==> config.mk <==
export PLATFORM = sky130hd
export DESIGN_NAME = neighbour_count_threshold_stencil
export DESIGN_NICKNAME = d
export VERILOG_FILES = /design/src/hw/rtl/ncts_pkg.sv /design/src/hw/rtl/ncts_cell.sv /design/src/hw/rtl/ncts_out_fifo.sv /design/src/hw/rtl/neighbour_count_threshold_stencil.sv
export SDC_FILE = /design/constraint.sdc
export NUM_CORES = 1
export LEC_CHECK = 0
export BUFFER_PORTS_ARGS = -buffer_cell sky130_fd_sc_hd__buf_2
export CAP_MARGIN = 20
export CORE_MARGIN = 1
export CORE_UTILIZATION = 67
export CTS_CLUSTER_DIAMETER = 30
export DETAILED_ROUTE_END_ITERATION = 10
export GPL_ROUTABILITY_DRIVEN = 0
export GPL_TIMING_DRIVEN = 0
export PLACE_DENSITY = 0.85
export SLEW_MARGIN = 20
export SYNTH_ARGS = -nofsm -noshare
export SYNTH_HDL_FRONTEND = slang
export SYNTH_SLANG_ARGS = --single-unit
export TNS_END_PERCENT = 20
==> constraint.sdc <==
create_clock -name clk -period 12.5 [get_ports clk]
set_input_delay 0.625 -clock clk [delete_from_list [all_inputs] [get_ports clk]]
set_output_delay 0.625 -clock clk [all_outputs]
set_load 0.02 [all_outputs]
==> src/hw/rtl/ncts_pkg.sv <==
`timescale 1ns / 1ps

package ncts_pkg;

    // Fixed field widths of the streaming and configuration ports
    localparam int ROW_BITS      = 64;
    localparam int MAX_WIDTH_DEF = 64;
    localparam int GRID_WIDTH_W  = 7;
    localparam int THRESH_W      = 4;
    localparam int CFG_IDX_W     = 2;
    localparam int CFG_DATA_W    = 7;

    // Neighbor count 0..8
    localparam int COUNT_W = 4;

    // Result queue depth, power of two so the pointers wrap naturally
    localparam int OUT_DEPTH = 4;

    localparam logic [GRID_WIDTH_W-1:0] GRID_WIDTH_RST = 7'd64;
    localparam logic [THRESH_W-1:0]     THRESH_RST     = 4'd5;

    // Register indexes on the configuration port
    typedef enum logic [CFG_IDX_W-1:0] {
        REG_GRID_WIDTH      = 2'd0,
        REG_BIRTH_THRESHOLD = 2'd1
    } cfg_reg_t;

    // Per-cycle control broadcast to every cell of the row
    typedef struct packed {
        logic load;   // shift rows: upper <= middle, middle <= incoming
        logic clear;  // end of grid, drop both held rows
        logic flush;  // row below is outside the grid
    } cell_ctrl_t;

    // Result queue occupancy as seen by the control
    typedef struct packed {
        logic room_two;
        logic not_full;
    } fifo_status_t;

endpackage

==> src/hw/rtl/ncts_cell.sv <==
`timescale 1ns / 1ps

// One grid column: holds the upper and middle row bits of that column,
// shows its masked bits to both neighbors and forms the next-generation bit.
module ncts_cell
(
    input  logic                          clk,
    input  logic                          rst_n,
    input  ncts_pkg::cell_ctrl_t          ctrl,
    input  logic                          en,
    input  logic                          below_in,
    input  logic [ncts_pkg::THRESH_W-1:0] thresh,
    input  logic                          left_up,
    input  logic                          left_mid,
    input  logic                          left_low,
    input  logic                          right_up,
    input  logic                          right_mid,
    input  logic                          right_low,
    output logic                          up_tap,
    output logic                          mid_tap,
    output logic                          low_tap,
    output logic                          next_bit
);

    logic                         up_reg;
    logic                         mid_reg;
    logic                         up_next;
    logic                         mid_next;
    logic [ncts_pkg::COUNT_W-1:0] count;

    // Column taps, masked by the current grid width
    assign up_tap  = up_reg & en;
    assign mid_tap = mid_reg & en;
    assign low_tap = below_in & en & ~ctrl.flush;

    // Eight neighbors, own middle bit excluded
    always_comb
    begin
        count = ncts_pkg::COUNT_W'(left_up) + ncts_pkg::COUNT_W'(up_tap)
              + ncts_pkg::COUNT_W'(right_up) + ncts_pkg::COUNT_W'(left_mid)
              + ncts_pkg::COUNT_W'(right_mid) + ncts_pkg::COUNT_W'(left_low)
              + ncts_pkg::COUNT_W'(low_tap) + ncts_pkg::COUNT_W'(right_low);
    end

    assign next_bit = en & (count >= thresh);

    // Row shift
    always_comb
    begin
        up_next  = up_reg;
        mid_next = mid_reg;
        if (ctrl.clear)
        begin
            up_next  = 1'b0;
            mid_next = 1'b0;
        end
        else if (ctrl.load)
        begin
            up_next  = mid_reg;
            mid_next = below_in & en;
        end
    end

    always_ff @(posedge clk or negedge rst_n)
    begin
        if (!rst_n)
        begin
            up_reg  <= 1'b0;
            mid_reg <= 1'b0;
        end
        else
        begin
            up_reg  <= up_next;
            mid_reg <= mid_next;
        end
    end

endmodule

==> src/hw/rtl/ncts_out_fifo.sv <==
`timescale 1ns / 1ps

// Small result queue; the head entry drives the output port directly.
module ncts_out_fifo
#(
    parameter int DATA_W = ncts_pkg::MAX_WIDTH_DEF + 1,
    parameter int DEPTH  = ncts_pkg::OUT_DEPTH
)
(
    input  logic                   clk,
    input  logic                   rst_n,
    input  logic                   push,
    input  logic [DATA_W-1:0]      push_data,
    output logic                   pop_valid,
    input  logic                   pop_ready,
    output logic [DATA_W-1:0]      pop_data,
    output ncts_pkg::fifo_status_t status
);

    localparam int PTR_W = (DEPTH > 1) ? $clog2(DEPTH) : 1;
    localparam int CNT_W = $clog2(DEPTH + 1);

    logic [DATA_W-1:0] mem [DEPTH];
    logic [PTR_W-1:0]  wr_ptr_reg;
    logic [PTR_W-1:0]  rd_ptr_reg;
    logic [CNT_W-1:0]  count_reg;
    logic [CNT_W-1:0]  count_next;
    logic              pop;

    assign pop       = pop_valid & pop_ready;
    assign pop_valid = (count_reg != '0);
    assign pop_data  = mem[rd_ptr_reg];

    assign status.room_two = (count_reg <= CNT_W'(DEPTH - 2));
    assign status.not_full = (count_reg < CNT_W'(DEPTH));

    always_comb
    begin
        count_next = count_reg;
        if (push && !pop)
        begin
            count_next = count_reg + 1'b1;
        end
        else if (pop && !push)
        begin
            count_next = count_reg - 1'b1;
        end
    end

    // Pointers and fill count
    always_ff @(posedge clk or negedge rst_n)
    begin
        if (!rst_n)
        begin
            wr_ptr_reg <= '0;
            rd_ptr_reg <= '0;
            count_reg  <= '0;
        end
        else
        begin
            if (push)
            begin
                wr_ptr_reg <= wr_ptr_reg + 1'b1;
            end
            if (pop)
            begin
                rd_ptr_reg <= rd_ptr_reg + 1'b1;
            end
            count_reg <= count_next;
        end
    end

    // Storage, no reset needed
    always_ff @(posedge clk)
    begin
        if (push)
        begin
            mem[wr_ptr_reg] <= push_data;
        end
    end

endmodule

==> src/hw/rtl/neighbour_count_threshold_stencil.sv <==
`timescale 1ns / 1ps

// One generation of a binary cave-generation automaton, streamed one grid row
// per request. Each column of the grid is a cell that holds its bits of the
// two buffered rows and counts the live cells among its eight neighbors
// against birth_threshold. A row is accepted every cycle while the input is
// not stalled; the result for the row before it enters a four-entry output
// queue in the same cycle, so a result appears one row late. A request with
// last_row set is followed by a flush state, in which no row is accepted,
// that emits the final result with frame_end set. Input stalls during the
// flush and when the output queue lacks room for two results. grid_width and
// birth_threshold are written over the cfg port (always ready) while idle;
// no clearing pass is needed after reset.
module neighbour_count_threshold_stencil
#(
    parameter int MAX_WIDTH = ncts_pkg::MAX_WIDTH_DEF
)
(
    input  logic                            clk,
    input  logic                            rst_n,
    input  logic                            in_valid,
    output logic                            in_ready,
    input  logic [ncts_pkg::ROW_BITS-1:0]   row_cells,
    input  logic                            last_row,
    output logic                            out_valid,
    input  logic                            out_ready,
    output logic [ncts_pkg::ROW_BITS-1:0]   next_row_cells,
    output logic                            frame_end,
    input  logic                            cfg_valid,
    output logic                            cfg_ready,
    input  logic [ncts_pkg::CFG_IDX_W-1:0]  cfg_index,
    input  logic [ncts_pkg::CFG_DATA_W-1:0] cfg_data
);

    localparam int GW_W = ncts_pkg::GRID_WIDTH_W;

    logic [GW_W-1:0]               grid_width_reg;
    logic [GW_W-1:0]               grid_width_next;
    logic [ncts_pkg::THRESH_W-1:0] thresh_reg;
    logic [ncts_pkg::THRESH_W-1:0] thresh_next;
    logic                          held_reg;
    logic                          held_next;
    logic                          flush_reg;
    logic                          flush_next;

    logic                   in_fire;
    logic                   flush_fire;
    logic                   push;
    ncts_pkg::cell_ctrl_t   ctrl;
    ncts_pkg::fifo_status_t fifo_st;

    logic [MAX_WIDTH-1:0] up_tap;
    logic [MAX_WIDTH-1:0] mid_tap;
    logic [MAX_WIDTH-1:0] low_tap;
    logic [MAX_WIDTH-1:0] next_bits;
    logic [MAX_WIDTH+1:0] up_pad;
    logic [MAX_WIDTH+1:0] mid_pad;
    logic [MAX_WIDTH+1:0] low_pad;
    logic [MAX_WIDTH:0]   head_data;

    // Handshakes
    assign cfg_ready  = 1'b1;
    assign in_ready   = ~flush_reg & fifo_st.room_two;
    assign in_fire    = in_valid & in_ready;
    assign flush_fire = flush_reg & fifo_st.not_full;
    assign push       = flush_fire | (in_fire & held_reg);

    assign ctrl.load  = in_fire;
    assign ctrl.clear = flush_fire;
    assign ctrl.flush = flush_reg;

    // Zero columns outside the grid on both edges
    assign up_pad  = {1'b0, up_tap, 1'b0};
    assign mid_pad = {1'b0, mid_tap, 1'b0};
    assign low_pad = {1'b0, low_tap, 1'b0};

    // Row of column cells
    for (genvar i = 0; i < MAX_WIDTH; i++)
    begin : g_col
        localparam logic [GW_W-1:0] COL_IDX = GW_W'(i);

        ncts_cell u_cell
        (
            .clk       (clk),
            .rst_n     (rst_n),
            .ctrl      (ctrl),
            .en        (COL_IDX < grid_width_reg),
            .below_in  (row_cells[i]),
            .thresh    (thresh_reg),
            .left_up   (up_pad[i]),
            .left_mid  (mid_pad[i]),
            .left_low  (low_pad[i]),
            .right_up  (up_pad[i+2]),
            .right_mid (mid_pad[i+2]),
            .right_low (low_pad[i+2]),
            .up_tap    (up_tap[i]),
            .mid_tap   (mid_tap[i]),
            .low_tap   (low_tap[i]),
            .next_bit  (next_bits[i])
        );
    end

    // Result queue
    ncts_out_fifo
    #(
        .DATA_W (MAX_WIDTH + 1),
        .DEPTH  (ncts_pkg::OUT_DEPTH)
    )
    u_out_fifo
    (
        .clk       (clk),
        .rst_n     (rst_n),
        .push      (push),
        .push_data ({flush_fire, next_bits}),
        .pop_valid (out_valid),
        .pop_ready (out_ready),
        .pop_data  (head_data),
        .status    (fifo_st)
    );

    assign frame_end      = head_data[MAX_WIDTH];
    assign next_row_cells = ncts_pkg::ROW_BITS'(head_data[MAX_WIDTH-1:0]);

    // Configuration and grid sequencing
    always_comb
    begin
        grid_width_next = grid_width_reg;
        thresh_next     = thresh_reg;
        if (cfg_valid && cfg_ready)
        begin
            case (ncts_pkg::cfg_reg_t'(cfg_index))
                ncts_pkg::REG_GRID_WIDTH:      grid_width_next = cfg_data[GW_W-1:0];
                ncts_pkg::REG_BIRTH_THRESHOLD: thresh_next = cfg_data[ncts_pkg::THRESH_W-1:0];
                default:                       ;
            endcase
        end

        held_next  = held_reg;
        flush_next = flush_reg;
        if (flush_fire)
        begin
            flush_next = 1'b0;
            held_next  = 1'b0;
        end
        else if (in_fire)
        begin
            flush_next = last_row;
            held_next  = ~last_row;
        end
    end

    always_ff @(posedge clk or negedge rst_n)
    begin
        if (!rst_n)
        begin
            grid_width_reg <= ncts_pkg::GRID_WIDTH_RST;
            thresh_reg     <= ncts_pkg::THRESH_RST;
            held_reg       <= 1'b0;
            flush_reg      <= 1'b0;
        end
        else
        begin
            grid_width_reg <= grid_width_next;
            thresh_reg     <= thresh_next;
            held_reg       <= held_next;
            flush_reg      <= flush_next;
        end
    end

endmodule

# Word level (Yosys, flattened, before mapping)
# Memories as Yosys holds them, arrays and structs flattened.
# Index checks and enable logic that the tools add are counted.
[classes]
n_addsub = 445
magnitude_cmp = 130
n_eq_ne = 1
n_mux = 264
n_bitwise = 328
n_reduce_logical = 10
[ops]
columns = ["operator", "count"]
rows = [
  ["adder 4 x 1 -> 4 bit", 378],
  ["AND 1 bit", 325],
  ["two-way mux 1 bit", 262],
  ["greater-or-equal comparator 4 bit", 64],
  ["less-than comparator 6 x 7 -> 1 bit, first input constant", 32],
  ["adder 1 x 1 -> 2 bit", 63],
  ["less-than comparator 5 x 7 -> 1 bit, first input constant", 16],
  ["less-than comparator 4 x 7 -> 1 bit, first input constant", 8],
  ["less-than comparator 3 x 7 -> 1 bit, first input constant", 4],
  ["less-than comparator 1 x 7 -> 1 bit, first input constant", 2],
  ["less-than comparator 2 x 7 -> 1 bit, first input constant", 2],
  ["two-way mux 3 bit", 2],
  ["adder 2 x 1 -> 2 bit, second input constant", 2],
  ["AND reduction 2 bit", 2],
  ["nonzero test 2 bit", 2],
  ["adder 3 x 1 -> 3 bit, second input constant", 1],
  ["<= comparator 3 x 2 -> 1 bit, second input constant", 1],
  ["less-than comparator 3 bit, second input constant", 1],
  ["nonzero test 3 bit", 1],
  ["subtractor 3 x 1 -> 3 bit, second input constant", 1],
  ["equality test 2 x 1 -> 1 bit, second input constant", 1],
  ["logical AND 1 bit", 2],
  ["logical NOT 1 bit", 2],
  ["logical NOT 2 bit", 1],
  ["other kinds (2)", 3],
]
[totals]
register_bits = 148
mem_bits_rw = 260
input_bits = 79
out_inout_bits = 68
elab_cells = 1314
n_memories = 1
[memory_table]
columns = ["memory", "words", "word_bits", "rd", "rd_ports_with_merged_regs", "wr", "line", "text"]
rows = [
  ["u_out_fifo.mem", 4, 65, 1, 0, 1, "ncts_out_fifo.sv:23", "logic [DATA_W-1:0] mem [DEPTH];"],
]

# Longest topological paths before layout
[logic_depth]
ltp_word = 11
ltp_mapped = 20
mapped_depth_nobuf = 17

# Hierarchy
# A second synthesis with hierarchy kept.
[hier_totals]
hier_cells = 3462
hier_area_um2 = 35170.0
[modules_own_cells]
columns = ["module", "instances", "cells_each", "area_per_inst_um2"]
rows = [
  ["ncts_cell", 64, 46, 377.9],
  ["ncts_out_fifo", 1, 375, 9811.9],
  ["neighbour_count_threshold_stencil", 1, 143, 1174.9],
]

# Worst setup path before layout
# Ideal clock, no wire load.
[synth_timing]
path_type = "reg-to-reg"
from = "reg grid_width_reg[2]"
to = "mem u_out_fifo.mem[0][10] in the netlist's numbering (data pin)"
arrival_ps = 4290
slack_ps = 7946
path_stages_with_launch = 17
period_less_slack_ps = 4554
cell_sequence = "dfrtp_1 buf_4 buf_2 a21oi_1 a21oi_1 and2_1 ha_1 inv_1 fa_1 fa_1 fa_1 fa_1 inv_1 ha_1 a21oi_1 o21ai_0 and2_1"
[synth_via]
elab_chain_cells = 11
word_cells_on_any_way = 23
[synth_rtl]
columns = ["element", "line", "text"]
rows = [
  ["start: declaration", "neighbour_count_threshold_stencil.sv:37", "logic [GW_W-1:0] grid_width_reg;"],
  ["start signal: assignment", "neighbour_count_threshold_stencil.sv:156", "grid_width_reg <= ncts_pkg::GRID_WIDTH_RST;"],
  ["start signal: assignment", "neighbour_count_threshold_stencil.sv:163", "grid_width_reg <= grid_width_next;"],
  ["less-than comparator 4 x 7 -> 1 bit", "neighbour_count_threshold_stencil.sv:87", ".en (COL_IDX < grid_width_reg),"],
  ["AND 1 bit", "ncts_cell.sv:32", "assign up_tap = up_reg & en;"],
  ["adder 1 x 1 -> 2 bit", "ncts_cell.sv:39", "count = ncts_pkg::COUNT_W'(left_up) + ncts_pkg::COUNT_W'(up_tap)"],
  ["adder 4 x 1 -> 4 bit (2 in series)", "ncts_cell.sv:40", "+ ncts_pkg::COUNT_W'(right_up) + ncts_pkg::COUNT_W'(left_mid)"],
  ["adder 4 x 1 -> 4 bit (2 in series)", "ncts_cell.sv:41", "+ ncts_pkg::COUNT_W'(right_mid) + ncts_pkg::COUNT_W'(left_low)"],
  ["adder 4 x 1 -> 4 bit (2 in series)", "ncts_cell.sv:42", "+ ncts_pkg::COUNT_W'(low_tap) + ncts_pkg::COUNT_W'(right_low);"],
  ["greater-or-equal comparator 4 bit", "ncts_cell.sv:45", "assign next_bit = en & (count >= thresh);"],
  ["AND 1 bit *", "ncts_cell.sv:45", ""],
  ["named net g_col[10].u_cell.next_bit", "ncts_cell.sv:22", "output logic next_bit"],
  ["end: declaration", "ncts_out_fifo.sv:23", ""],
]
# Mark *: on every way through the listed nets, which the timed path passes. The rest lies on a longest branch.

# Final worst setup path
[layout_timing]
from = "reg grid_width_reg[2]"
to = "mem u_out_fifo.mem[1][1] in the netlist's numbering (data pin)"
[layout_via]
elab_chain_cells = 11
word_cells_on_any_way = 23
[layout_rtl]
columns = ["element", "line"]
rows = [
  ["less-than comparator 1 x 7 -> 1 bit", "neighbour_count_threshold_stencil.sv:87"],
  ["AND 1 bit", "ncts_cell.sv:32"],
  ["adder 1 x 1 -> 2 bit", "ncts_cell.sv:39"],
  ["adder 4 x 1 -> 4 bit (2 in series)", "ncts_cell.sv:40"],
  ["adder 4 x 1 -> 4 bit (2 in series)", "ncts_cell.sv:41"],
  ["adder 4 x 1 -> 4 bit (2 in series)", "ncts_cell.sv:42"],
  ["greater-or-equal comparator 4 bit", "ncts_cell.sv:45"],
  ["AND 1 bit *", "ncts_cell.sv:45"],
  ["named net g_col[1].u_cell.next_bit", "ncts_cell.sv:22"],
]
# Marked as above.

==> results by group <==
Cells and area
  – Fin area: 39200 um^2
  – Fill cells: 3091
  – Number of diodes: 0
  – Register area: 11500 um^2
  – Layout net count: 4334
  – Final core occ: 77.8%
  – Area of the multi-input gates: 20600 um^2
  – Max reg flops: 260
  – Syn-to-layout area delta: 14.0%
  – Share of cells above drive strength 1: 15.2%

Synth
  – Post-synth cell types: 79
  – Synth warn: 0
  – Synth Instances: 3365
  – Asr flop ratio synth: 36.3%
  – Mapped cell area: 34400 um^2
  – Fraction of the yosys area taken by sequential cells: 33.5%
  – Avg Cell Area, Syn: 10.2 um^2
  – Top_reg_cell synth: edfxtp_1
  – Synthesized netlist net count: 4089
  – Number of flops mapped to enable cells by yosys: 260
  – Yosys reg bits: 408

Timing
  – Tmin final: 5.50 ns
  – Final setup fails: 0
  – Unrepaired setup endpoints after global routing: false
  – Slew margin rel.: 18.6%
  – Setup ws final: 7.00 ns
  – Measured slew at the worst slew-check pin: 1.21 ns
  – Fin. Hold Viols: 0
  – Clk_skew: 0.0232 ns
  – Fmax: 182 MHz
  – Sum of negative setup slack: 0 ns
  – Pins Over Slew Limit: 0
  – Final worst-path cycle share: 44.0%

Die
  – Starting density of the core: 68.2%
  – I/O pin count: 147
  – Standard-cell rows: 82
  – Placeable Area: 50400 um^2
  – Area of the die: 52200 um^2
  – Die Width: 229 um
  – Die Y: 229 um

Placed design
  – Pre-CTS setup slack: 7.17 ns
  – Placed Area: 36200 um^2
  – Post-DP HPWL: 67800 um
  – Port Buf Inserts: 145

Global routing
  – Pin count of the biggest net entering global routing: 82
  – First-pass GRT wire length: 148000 um
  – GRT Residual Overflow: 0
  – Global router's overall resource usage: 36.5%
  – Initial antenna violation count: 1
  – Vias in the first global route: 27800

Status
  – Outcome: finished clean

Critical path
  – Critical Path, Cell by Cell: buf_4, buf_2, nor2_1, nand2_1, nand2_1, inv_1, ha_1, fa_1, xnor2_1, ha_1, inv_1, fa_1, fa_1, inv_1, ha_1, a21boi_0, o21ai_0, a21oi_1
  – Worst setup SP type: flip-flop
  – CP Max Fanout: 10
  – Req. time, crit path: 12.91 ns
  – Max incr delay on CP: 0.79 ns
  – CP endpoint kind: flip-flop
  – Reg2Reg Depth: 18
  – CP arrival: 5.91 ns
  – Slowest-stage cell, CP: nor2_1
  – Crit Path Category: flip-flop to flip-flop

Detailed routing
  – Vias: 26800
  – DRC Markers: 0
  – Initial drt markers: 2716
  – Detailed Routing Iterations Pass 1: 9
  – Final ANT Viol Nets: 0
  – DR WL/cell: 21.5 um
  – Final wirelength: 93500 um
  – Vias/cell: 6.15

Power
  – Leak: 18.3 nW
  – PwrDens: 289 nW/um^2
  – Combinational power share: 59.7%
  – Worst VDD drop: 0.176 mV
  – Part of the power in registers: 19.9%
  – Switching Share: 44.6%
  – Clk pwr share: 20.4%
  – Internal Pwr Total: 6.27 mW
  – NetSw: 5.05 mW

Clocking
  – CTS H-Tree Depth: 3
  – CTS tree: built
  – Hold_buf cts: 1
  – CTS root buf: clkbuf_16
  – Post-CTS sizing: 0
  – Clk_lat worst skew: 0.64 ns
  – Clock slew at reported path FFs: 0.05 ns
  – Max clock buf depth: 3
  – Total setup buffers inserted after CTS: 0
  – Sinks on the clock net: 408
  – Number of CTS-inserted buffers: 88

Min path
  – Hold Path Class: input pin to flip-flop
  – WHS Path Cells: 2

Job
  – Maxcap violations: 0
[layer usage]
layer | wire length [um] | global-route usage (%) | vias to the layer above
li1 | - | - | 11900
met1 | 35400 | 46.0 | 13100
met2 | 43600 | 59.7 | 1446
met3 | 9370 | 8.07 | 367
met4 | 5100 | 17.9 | 0
met5 | 0 | 0 | -
[cell type report]
cell class	count	area share, %
flip-flops and latches	408	29.4
inverters	452	4.35
clock buffers	101	5.88
clock inverters	61	1.70
plain buffers	119	1.53
well taps	672	2.15
multi-input cells	2386	52.5
repair buffers	155	2.48
[logic make-up (layout without fill, tap and decap cells)]
logic type / count (synthesis) / in the layout / synth area share, %
adder cells (fa/ha/maj): 645 / 645 / 28.0
XOR/XNOR: 145 / 145 / 3.69
buffers and inverters: 571 / 888 / 6.68
multiplexers: 88 / 88 / 4.98
AO/OA/AOI/OAI: 570 / 570 / 9.74
flip-flops: 408 / 408 / 33.5
AND/OR/NAND/NOR: 937 / 937 / 13.4
other: 1 / 1 / 0.0109
[stage by stage]
stage                     power, mW  cells  hold slack (ns)
after floorplan                7.04   3365            0.329
after global placement         8.38   4182            0.482
after detailed placement       8.81   4191            0.485
after CTS                      11.3   4354            0.265
after global routing           12.3   4354            0.281
final                          11.3   4354            0.293
[worst paths after layout]
kind,to,slack (ns),from
max in group asynchronous,grid_width_reg[6],11.09,rst_n
hold reg to reg,g_col[22].u_cell.mid_reg,0.51,g_col[22].u_cell.mid_reg
min in group asynchronous,g_col[50].u_cell.mid_reg,0.57,rst_n
setup reg to reg,u_out_fifo.mem[1][1],7.00,grid_width_reg[2]
setup / recovery,u_out_fifo.mem[1][1],7.00,grid_width_reg[2]
hold / removal,grid_width_reg[5],0.29,cfg_data[5]
[worst max-delay path, delay by kind of cell, from the launching register on]
family | cells | cell delay, ns
buffers and inverters | 5 | 0.50
adders and majority gates | 6 | 2.38
and+or+nand+nor | 3 | 1.30
xor gates and xnor gates | 1 | 0.15
DFF | 1 | 0.35
AOI/OAI and AO/OA | 3 | 0.57
[power by group through the flow]
stage	clock (mW)	combinational (mW)	sequential (mW)
after floorplan	0	4.87	2.17
after global placement	0	6.13	2.25
after detailed placement	0	6.56	2.25
after CTS	2.32	6.72	2.24
after global routing	2.39	7.67	2.28
final	2.31	6.76	2.25
[synth_stat cells (4+ instances only)]
| cell type | number | area, um^2 |
|---|---|---|
| fa_1 | 205 | 4100 |
| dfrtp_1 | 145 | 3630 |
| inv_1 | 452 | 1700 |
| nor3_1 | 10 | 50.1 |
| edfxtp_1 | 260 | 7810 |
| a211o_1 | 7 | 61.3 |
| clkbuf_1 | 53 | 199 |
| a21boi_0 | 32 | 240 |
| buf_6 | 8 | 90.1 |
| o21ai_1 | 11 | 55.1 |
| or2_1 | 27 | 169 |
| o211ai_1 | 5 | 37.5 |
| buf_1 | 8 | 30.0 |
| nor2b_1 | 64 | 400 |
| a21oi_2 | 6 | 52.6 |
| or3_1 | 7 | 43.8 |
| buf_4 | 12 | 90.1 |
| nor2_1 | 180 | 676 |
| nand2b_1 | 39 | 244 |
| mux4_2 | 65 | 1460 |
| or2_2 | 71 | 444 |
| o21ai_2 | 8 | 70.1 |
| xor2_1 | 33 | 289 |
| nand2_1 | 308 | 1160 |
| a31oi_1 | 13 | 81.3 |
| and3_1 | 38 | 238 |
| o21a_1 | 12 | 90.1 |
| a21oi_1 | 241 | 1210 |
| ha_1 | 440 | 5510 |
| buf_2 | 38 | 190 |
| o21ai_0 | 185 | 926 |
| xnor2_1 | 112 | 981 |
| nand3_1 | 82 | 410 |
| mux2_2 | 14 | 158 |
| mux2i_1 | 8 | 80.1 |
| and2_1 | 87 | 544 |
| a21o_1 | 19 | 143 |
| nor3b_1 | 4 | 30.0 |
[cells in the final DEF (no fill, tap or decap), drive strengths merged, types with 87 or more instances in the layout]
cell type and instances:
xnor2 112, or2 98, nor2 181, clkbuf 154
nand2 308, ha 440, edfxtp 260, o21ai 207
dfrtp 145, a21oi 247, inv 461, buf 220
fa 205, and2 87
Power figures use the tool's default switching activity.
